`src/pee_pkg.sv`:
```
// shared types and constants for the postfix expression evaluator
// no dependencies; used by pee_cell, pee_alu and the top level
`default_nettype none

package pee_pkg;

    localparam int unsigned STACK_DEPTH_DEF = 16;
    localparam int unsigned WORD_W = 32;
    localparam int unsigned STATUS_W = 3;

    localparam logic [7:0] CH_ZERO  = 8'd48;
    localparam logic [7:0] CH_NINE  = 8'd57;
    localparam logic [7:0] CH_PLUS  = 8'h2b;
    localparam logic [7:0] CH_MINUS = 8'h2d;
    localparam logic [7:0] CH_STAR  = 8'h2a;

    typedef enum logic [STATUS_W-1:0] {
        ST_OK         = 3'd0,
        ST_TOO_LONG   = 3'd1,
        ST_TOO_FEW    = 3'd2,
        ST_INVALID    = 3'd3,
        ST_INCOMPLETE = 3'd4
    } t_status;

    typedef enum logic [1:0] {
        ALU_ADD = 2'd0,
        ALU_SUB = 2'd1,
        ALU_MUL = 2'd2
    } t_alu_op;

    // per-cell move: take the word from the cell nearer the top, or the deeper one
    typedef struct packed {
        logic take_up;
        logic take_down;
    } t_cell_ctrl;

endpackage

`default_nettype wire

```
`src/pee_cell.sv`:
```
// one stack cell: holds a word, loads from either neighbour
// depends on pee_pkg
`default_nettype none

module pee_cell (
    input  wire                          i_clk,
    input  wire pee_pkg::t_cell_ctrl     i_ctrl,
    input  wire [pee_pkg::WORD_W-1:0]    i_up,
    input  wire [pee_pkg::WORD_W-1:0]    i_down,
    output logic [pee_pkg::WORD_W-1:0]   o_word
);

    logic [pee_pkg::WORD_W-1:0] r_word;
    logic [pee_pkg::WORD_W-1:0] n_word;

    always_comb begin
        n_word = r_word;
        if (i_ctrl.take_up) begin
            n_word = i_up;
        end else if (i_ctrl.take_down) begin
            n_word = i_down;
        end
    end

    // payload only, no reset
    always_ff @(posedge i_clk) begin
        r_word <= n_word;
    end

    assign o_word = r_word;

endmodule

`default_nettype wire

```
`src/pee_alu.sv`:
```
// operator unit: second op first, wrapping at word width
// depends on pee_pkg
`default_nettype none

module pee_alu (
    input  wire pee_pkg::t_alu_op        i_op,
    input  wire [pee_pkg::WORD_W-1:0]    i_second,
    input  wire [pee_pkg::WORD_W-1:0]    i_first,
    output logic [pee_pkg::WORD_W-1:0]   o_result
);

    always_comb begin
        case (i_op)
            pee_pkg::ALU_ADD: o_result = i_second + i_first;
            pee_pkg::ALU_SUB: o_result = i_second - i_first;
            pee_pkg::ALU_MUL: o_result = i_second * i_first;
            default:          o_result = '0;
        endcase
    end

endmodule

`default_nettype wire

```
`src/postfix_expression_evaluator.sv`:
```
// postfix evaluator: one character word per cycle while the skid slot is free, on a row of stack cells
// latency: a result word is on the outputs the cycle after its end marker or error,
//   later only while the output is held
// throughput: one input word every cycle; the input stalls only while a second result
//   word is parked in the skid slot behind the output word
// reset: clears the stack count, error flag and both output slots; cell words are not cleared
`default_nettype none

module postfix_expression_evaluator #(
    parameter int unsigned STACK_DEPTH = pee_pkg::STACK_DEPTH_DEF
) (
    input  wire                                 i_clk,
    input  wire                                 i_rst_n,
    input  wire                                 i_in_valid,
    output logic                                o_in_ready,
    input  wire                                 i_op,
    input  wire  [7:0]                          i_char_code,
    output logic                                o_out_valid,
    input  wire                                 i_out_ready,
    output logic [pee_pkg::STATUS_W-1:0]        o_status,
    output logic signed [pee_pkg::WORD_W-1:0]   o_value
);

    // depends on pee_pkg, pee_cell, pee_alu
    localparam int unsigned CNT_W = $clog2(STACK_DEPTH + 1);
    localparam logic [CNT_W-1:0] DEPTH_C = CNT_W'(STACK_DEPTH);
    localparam logic [CNT_W-1:0] ONE_C = CNT_W'(1);
    localparam logic [CNT_W-1:0] TWO_C = CNT_W'(2);

    // control registers
    logic [CNT_W-1:0] r_count, n_count;
    logic             r_err, n_err;

    // output slot and skid slot
    logic                        r_out_valid, n_out_valid;
    pee_pkg::t_status            r_out_status, n_out_status;
    logic [pee_pkg::WORD_W-1:0]  r_out_value, n_out_value;
    logic                        r_skid_valid, n_skid_valid;
    pee_pkg::t_status            r_skid_status, n_skid_status;
    logic [pee_pkg::WORD_W-1:0]  r_skid_value, n_skid_value;

    // decoded word
    logic                        w_accept;
    logic                        w_is_digit;
    logic                        w_is_oper;
    pee_pkg::t_alu_op            w_alu_op;
    logic                        w_push;
    logic                        w_binop;
    logic                        w_res_valid;
    pee_pkg::t_status            w_res_status;
    logic [pee_pkg::WORD_W-1:0]  w_res_value;
    logic [pee_pkg::WORD_W-1:0]  w_alu_result;
    logic [pee_pkg::WORD_W-1:0]  w_top_in;
    logic [3:0]                  w_digit;

    // cell row, index 0 is top of stack
    logic [pee_pkg::WORD_W-1:0]  w_word [STACK_DEPTH];
    pee_pkg::t_cell_ctrl         w_ctrl [STACK_DEPTH];

    // a new word is taken as long as the skid slot is free
    assign o_in_ready = !r_skid_valid;
    assign w_accept   = i_in_valid && o_in_ready;

    assign w_is_digit = (i_char_code >= pee_pkg::CH_ZERO) && (i_char_code <= pee_pkg::CH_NINE);
    assign w_is_oper  = (i_char_code == pee_pkg::CH_PLUS) || (i_char_code == pee_pkg::CH_MINUS)
                        || (i_char_code == pee_pkg::CH_STAR);
    assign w_digit    = 4'(i_char_code - pee_pkg::CH_ZERO);

    always_comb begin
        case (i_char_code)
            pee_pkg::CH_PLUS:  w_alu_op = pee_pkg::ALU_ADD;
            pee_pkg::CH_MINUS: w_alu_op = pee_pkg::ALU_SUB;
            default:           w_alu_op = pee_pkg::ALU_MUL;
        endcase
    end

    pee_alu u_alu (
        .i_op     (w_alu_op),
        .i_second (w_word[1]),
        .i_first  (w_word[0]),
        .o_result (w_alu_result)
    );

    // stack count, error flag and result of this word
    always_comb begin
        n_count      = r_count;
        n_err        = r_err;
        w_push       = 1'b0;
        w_binop      = 1'b0;
        w_res_valid  = 1'b0;
        w_res_status = pee_pkg::ST_OK;
        w_res_value  = '0;
        if (w_accept) begin
            if (i_op) begin
                // end marker: report unless an error was already given, then clear
                if (!r_err) begin
                    w_res_valid = 1'b1;
                    if (r_count == '0) begin
                        w_res_status = pee_pkg::ST_TOO_FEW;
                    end else if (r_count > ONE_C) begin
                        w_res_status = pee_pkg::ST_INCOMPLETE;
                    end else begin
                        w_res_value = w_word[0];
                    end
                end
                n_count = '0;
                n_err   = 1'b0;
            end else if (!r_err) begin
                if (w_is_digit) begin
                    if (r_count >= DEPTH_C) begin
                        w_res_valid  = 1'b1;
                        w_res_status = pee_pkg::ST_TOO_LONG;
                        n_err        = 1'b1;
                    end else begin
                        w_push  = 1'b1;
                        n_count = r_count + ONE_C;
                    end
                end else if (w_is_oper) begin
                    if (r_count < TWO_C) begin
                        w_res_valid  = 1'b1;
                        w_res_status = pee_pkg::ST_TOO_FEW;
                        n_err        = 1'b1;
                    end else begin
                        w_binop = 1'b1;
                        n_count = r_count - ONE_C;
                    end
                end else begin
                    w_res_valid  = 1'b1;
                    w_res_status = pee_pkg::ST_INVALID;
                    n_err        = 1'b1;
                end
            end
        end
    end

    // push shifts every cell down; an operator puts its result in the top
    // cell and pulls the deeper cells up by one
    assign w_top_in = w_push ? {{(pee_pkg::WORD_W-4){1'b0}}, w_digit} : w_alu_result;

    for (genvar g = 0; g < STACK_DEPTH; g++) begin : g_cell
        logic [pee_pkg::WORD_W-1:0] w_up;
        logic [pee_pkg::WORD_W-1:0] w_down;

        if (g == 0) begin : g_top
            assign w_up              = w_top_in;
            assign w_ctrl[g].take_up = w_push || w_binop;
        end else begin : g_mid
            assign w_up              = w_word[g-1];
            assign w_ctrl[g].take_up = w_push;
        end

        if (g == STACK_DEPTH - 1) begin : g_last
            assign w_down = w_word[g];
        end else begin : g_inner
            assign w_down = w_word[g+1];
        end

        if (g == 0) begin : g_top_down
            assign w_ctrl[g].take_down = 1'b0;
        end else begin : g_rest_down
            assign w_ctrl[g].take_down = w_binop;
        end

        pee_cell u_cell (
            .i_clk  (i_clk),
            .i_ctrl (w_ctrl[g]),
            .i_up   (w_up),
            .i_down (w_down),
            .o_word (w_word[g])
        );
    end

    // output slot with skid behind it
    always_comb begin
        n_out_valid   = r_out_valid;
        n_out_status  = r_out_status;
        n_out_value   = r_out_value;
        n_skid_valid  = r_skid_valid;
        n_skid_status = r_skid_status;
        n_skid_value  = r_skid_value;
        if (r_out_valid && !i_out_ready) begin
            // output held: a fresh result parks in the skid slot
            if (w_res_valid) begin
                n_skid_valid  = 1'b1;
                n_skid_status = w_res_status;
                n_skid_value  = w_res_value;
            end
        end else if (r_skid_valid) begin
            n_out_valid   = 1'b1;
            n_out_status  = r_skid_status;
            n_out_value   = r_skid_value;
            n_skid_valid  = 1'b0;
        end else begin
            n_out_valid   = w_res_valid;
            n_out_status  = w_res_status;
            n_out_value   = w_res_value;
        end
    end

    always_ff @(posedge i_clk) begin
        if (!i_rst_n) begin
            r_count      <= '0;
            r_err        <= 1'b0;
            r_out_valid  <= 1'b0;
            r_skid_valid <= 1'b0;
        end else begin
            r_count      <= n_count;
            r_err        <= n_err;
            r_out_valid  <= n_out_valid;
            r_skid_valid <= n_skid_valid;
        end
        r_out_status  <= n_out_status;
        r_out_value   <= n_out_value;
        r_skid_status <= n_skid_status;
        r_skid_value  <= n_skid_value;
    end

    assign o_out_valid = r_out_valid;
    assign o_status    = r_out_status;
    assign o_value     = $signed(r_out_value);

    // count never passes the depth
    a_count_bound: assert property (@(posedge i_clk) disable iff (!i_rst_n)
        r_count <= DEPTH_C)
        else $error("stack count above depth");

    // skid slot only fills behind a held output
    a_skid_behind_out: assert property (@(posedge i_clk) disable iff (!i_rst_n)
        r_skid_valid |-> r_out_valid)
        else $error("skid word without output word");

    // an accepted end marker leaves an empty, error-free stack
    a_end_clears: assert property (@(posedge i_clk) disable iff (!i_rst_n)
        (w_accept && i_op) |=> (r_count == '0 && !r_err))
        else $error("end marker did not clear the stack");

    // characters arriving after an error leave the stack alone
    a_err_holds: assert property (@(posedge i_clk) disable iff (!i_rst_n)
        (w_accept && !i_op && r_err) |=> ($stable(r_count) && r_err))
        else $error("stack moved while an error was latched");

    // a result never arrives while the skid slot is occupied
    a_no_overrun: assert property (@(posedge i_clk) disable iff (!i_rst_n)
        r_skid_valid |-> !w_res_valid)
        else $error("result word with no free slot");

endmodule

`default_nettype wire
```
`config.mk`:
```
export PLATFORM = sky130hd
export DESIGN_NAME = postfix_expression_evaluator
export DESIGN_NICKNAME = d
export VERILOG_FILES = /design/src/pee_pkg.sv /design/src/pee_cell.sv /design/src/pee_alu.sv /design/src/postfix_expression_evaluator.sv
export SDC_FILE = /design/constraint.sdc
export NUM_CORES = 2
export LEC_CHECK = 0
export BUFFER_PORTS_ARGS = -buffer_cell sky130_fd_sc_hd__buf_2
export CAP_MARGIN = 20
export CELL_PAD_IN_SITES_DETAIL_PLACEMENT = 1
export CELL_PAD_IN_SITES_GLOBAL_PLACEMENT = 1
export CORE_MARGIN = 4
export CORE_UTILIZATION = 55
export CTS_CLUSTER_SIZE = 20
export DETAILED_ROUTE_END_ITERATION = 8
export HOLD_SLACK_MARGIN = 0.12
export PLACE_DENSITY = 0.91
export SLEW_MARGIN = 15
export SYNTH_ARGS = -nofsm -noshare
export SYNTH_HDL_FRONTEND = slang
export SYNTH_HIERARCHICAL = 1
export SYNTH_SLANG_ARGS = --single-unit
```
`constraint.sdc`:
```
create_clock -name i_clk -period 10.5 [get_ports i_clk]
set_input_delay 2.1 -clock i_clk [delete_from_list [all_inputs] [get_ports i_clk]]
set_output_delay 2.1 -clock i_clk [all_outputs]
set_load 0.01 [all_outputs]
```
==> out/metrics.csv <==
stage,metric,value,unit
route,DRC violations left,0,
grt,gr ovfl total,0,
cells_and_area,final instance area,48790,um^2
cells_and_area,Post-Route Utilization,59.13,%
synth,Synth Instances,3482,
pwr,Seq pwr share,20.8,%
grt,initial antenna violation count,12,
worst_setup_path,Crit path top cell by count,fa_1,
synth,Cell variety after synth,84,
die,Die W,297.2,um
synth,synth warn,6,
placed_design,DP HPWL,93.68,mm
die,Die Height,297.2,um
pwr,static leakage,20.09,nW
worst_setup_path,CP max stage cell,edfxtp_1,
die,Starting Density,55.76,%
cells_and_area,area occupied by multi-input gates,25270,um^2
timing,Final Skew,0.08733,ns
grt,pin count of the biggest net entering global routing,153,
die,I/O Pins,50,
synth,number of synthesized flops with an enable pin,582,
placed_design,gpl congestion,0.8860,
worst_setup_path,crit path launch type,flip-flop,
flow_run,Max Cap Violations,0,
clock_tree,root buffer cell,clkbuf_16,
status,status,"complete, no violations",
cells_and_area,# fillers,7915,
clock_tree,worst skew pair latency,0.70,ns
route,Via density,6.686,
die,placeable core area,82500,um^2
synth,"Seq/Total Area, Yosys",38.34,%
pwr,sw frac,43.58,%
clock_tree,"Clk pin slew, worst setup/hold paths",0.08,ns
clock_tree,CTS tree,built,
pwr,P_int,0.007155,W
pwr,switching pwr,0.005528,W
pwr,Power per Cell Area,260.0,nW/um^2
timing,max frequency,109.5,MHz
worst_setup_path,WP buf/inv,2,
clock_tree,maximum root-to-sink buffer count,3,
route,Total Wirelength,161.2,mm
route,DRT Pass-1 Iters,6,
pwr,Clock Power Share,19.0,%
grt,vias in the first global route,34025,
synth,"Avg Cell Area, Syn",13.21,um^2
pwr,Tot Pwr,0.01268,W
pwr,Comb pwr share,60.2,%
synth,share of synthesized registers carrying an async set or reset,0,%
synth,Mapped Nets,4064,
grt,first-pass GRT wire length,231.6,mm
worst_setup_path,worst-path cell chain,nand2_1 -> fa_1 -> inv_1 -> fa_1 -> fa_1 -> inv_1 -> fa_1 -> fa_1 -> fa_1 -> fa_1 -> fa_1 -> xor2_1 -> xnor2_1 -> xnor2_1 -> xnor2_1 -> xnor2_1 -> xnor2_1 -> xnor2_1 -> xnor2_1 -> o22ai_1 -> nor2b_1 -> mux2_2,
clock_tree,cts repair resizes,0,
synth,Synth Cell Area,46000,um^2
worst_setup_path,CP max stage delay,1.00,ns
pwr,"IR drop worst, VDD",0.4750,mV
timing,crit share post-route,86.96,%
route,Vias,30802,
die,number of core rows,105,
route,Routed Antenna Nets,0,
route,initial DRC count,3797,
synth,Synth Flop Type,edfxtp_1,
worst_setup_path,Setup CP Type,flip-flop to flip-flop,
timing,minimum clock period,9.130,ns
worst_setup_path,Crit path max-delay family,adder cells,
timing,Worst Tran Pin Value,1.291,ns
clock_tree,# Post-CTS Setup Buffers,0,
timing,final setup fails,0,
worst_setup_path,CP endpoint kind,flip-flop,
timing,Max Slew Vio Count,0,
cells_and_area,Register Area,17640,um^2
worst_setup_path,CP required,10.92,ns
die,Total Die Area,88330,um^2
cells_and_area,Syn-to-layout area delta,6.049,%
timing,Rel. slew slack,13.95,%
clock_tree,H-tree levels,2,
cells_and_area,"Net count, final",4065,
synth,synthesized flop and latch total,590,
clock_tree,total CTS buffers,60,
clock_tree,Sink Count,590,
cells_and_area,layout cells sized above 1,21.69,%
route,wire per inst,34.98,um
worst_hold_path,HP Class,flip-flop to flip-flop,
worst_setup_path,crit path DAT,9.55,ns
timing,unrepaired setup endpoints after global routing,false,
worst_setup_path,Worst Path Max Fanout,19,
timing,setup total negative slack,0,ns
timing,"Hold Vio Cnt, Final",0,
placed_design,Post-DP Area,46590,um^2
grt,Overall Global Routing Usage,35.32,%
clock_tree,CTS Hold Buffers Added,0,
placed_design,Buffers on Ports,49,
## power by group through the flow
stage               logic, W  clock network [W]  registers (W)
floorplan            0.00500                  0        0.00266
global placement     0.00623                  0        0.00267
detailed placement   0.00662                  0        0.00268
CTS                  0.00709            0.00240        0.00263
global route         0.00794            0.00252        0.00263
finish               0.00764            0.00241        0.00263
## registers in the layout (all words and copies together), names as in the netlist
name,flops
g_cell.u_cell/o_word,512
o_out_valid,1
o_status,3
o_value,32
r_count,5
r_err,1
r_skid_status,3
r_skid_valid,1
r_skid_value,32
## worst paths after layout
check                                from                           to  slack [ns]  cells past startpoint
min reg2reg  g_cell[10].u_cell/o_word[19]  g_cell[9].u_cell/o_word[19]        0.54                      1
min          g_cell[10].u_cell/o_word[19]  g_cell[9].u_cell/o_word[19]        0.54                      1
max           g_cell[1].u_cell/o_word[16]  g_cell[0].u_cell/o_word[31]        1.37                     22
max reg2reg   g_cell[1].u_cell/o_word[16]  g_cell[0].u_cell/o_word[31]        1.37                     22
## cells by family (layout without fill, tap and decap cells)
kind of cell | Yosys count | after routing | synth area share, %
compound gates | 268 | 268 | 4.082
other cells | 1 | 7 | 0.008151
fa+ha+maj | 569 | 569 | 22.15
buf+inv | 588 | 637 | 6.802
mux | 520 | 520 | 16.51
flops | 590 | 590 | 38.34
simple gates | 801 | 801 | 9.353
xor+xnor | 145 | 145 | 2.761
## stage by stage
stage / setup slack, ns / hold slack, ns / instances
2_1_floorplan: 3.116 / 0.4871 / 3482
3_3_place_gp: 2.557 / 0.5114 / 4488
3_5_place_dp: 2.272 / 0.5264 / 4488
4_1_cts: 2.073 / 0.5181 / 4598
5_1_grt: 1.600 / 0.5438 / 4604
6_report: 1.370 / 0.5355 / 4607
## layout make-up
| type | count | share of cell area (%) |
|---|---|---|
| timing repair buffer | 127 | 1.888 |
| sequential | 590 | 36.15 |
| tap | 1070 | 2.744 |
| clock inverter | 40 | 1.146 |
| clock buffer | 70 | 3.175 |
| antenna | 6 | 0.03078 |
| multi-input combinational | 2304 | 51.79 |
| inverter | 400 | 3.078 |
## cells in the final DEF, fill, tap and decap left out, drive strengths merged, types with 6 or more instances in the layout
master	instances
and2	346
o31ai	10
nand2	250
edfxtp	582
xnor2	93
nor4	6
a21o	31
nor2	54
nor2b	40
o21ai	41
o211ai	8
or2	19
a21oi	57
o22ai	23
nand2b	18
nor3	16
xor2	52
clkbuf	70
dfxtp	8
and3	8
fa	409
mux2	517
o21a	7
nand3	18
inv	401
diode	6
a211oi	6
or3	7
a22o	32
buf	127
ha	160
bufinv	11
clkinv	25
o21bai	6
a31oi	12
## Yosys cell counts (9+ instances only)
master    number  area (um^2)
a21o_1        31        232.7
a21oi_1       53        265.3
a22o_1        32        280.3
a31oi_1       11        68.82
and2_1       346         2165
buf_12        48        960.9
buf_6         17        191.4
clkbuf_1     111        416.7
edfxtp_1     582        17480
fa_1         409         8188
ha_1         160         2002
inv_1        399         1498
mux2_2        52        585.6
mux2_4       464         6967
nand2_1      250        938.4
nand2b_1      18        112.6
nand3_1       18        90.09
nor2_1        52        195.2
nor2b_1       40        250.2
nor3_1        14        70.07
o21ai_0       34        170.2
o22ai_1       23        143.9
o31ai_1        9        67.56
or2_1         16        100.1
xnor2_1       93        814.5
xor2_1        52        455.4
## per-layer routing
metal | global-route usage (%) | routed length [um] | part of all wire, % | vias to the layer above
met2 | 58.92 | 76820 | 48 | 2445
met1 | 40.19 | 54000 | 34 | 15613
met5 | 0.1623 | 154 | 0.096 | -
li1 | - | - | - | 11739
met3 | 9.597 | 16090 | 10 | 991
met4 | 22.87 | 14100 | 8.7 | 14
Note: power is estimated with default switching activity, not from simulation.
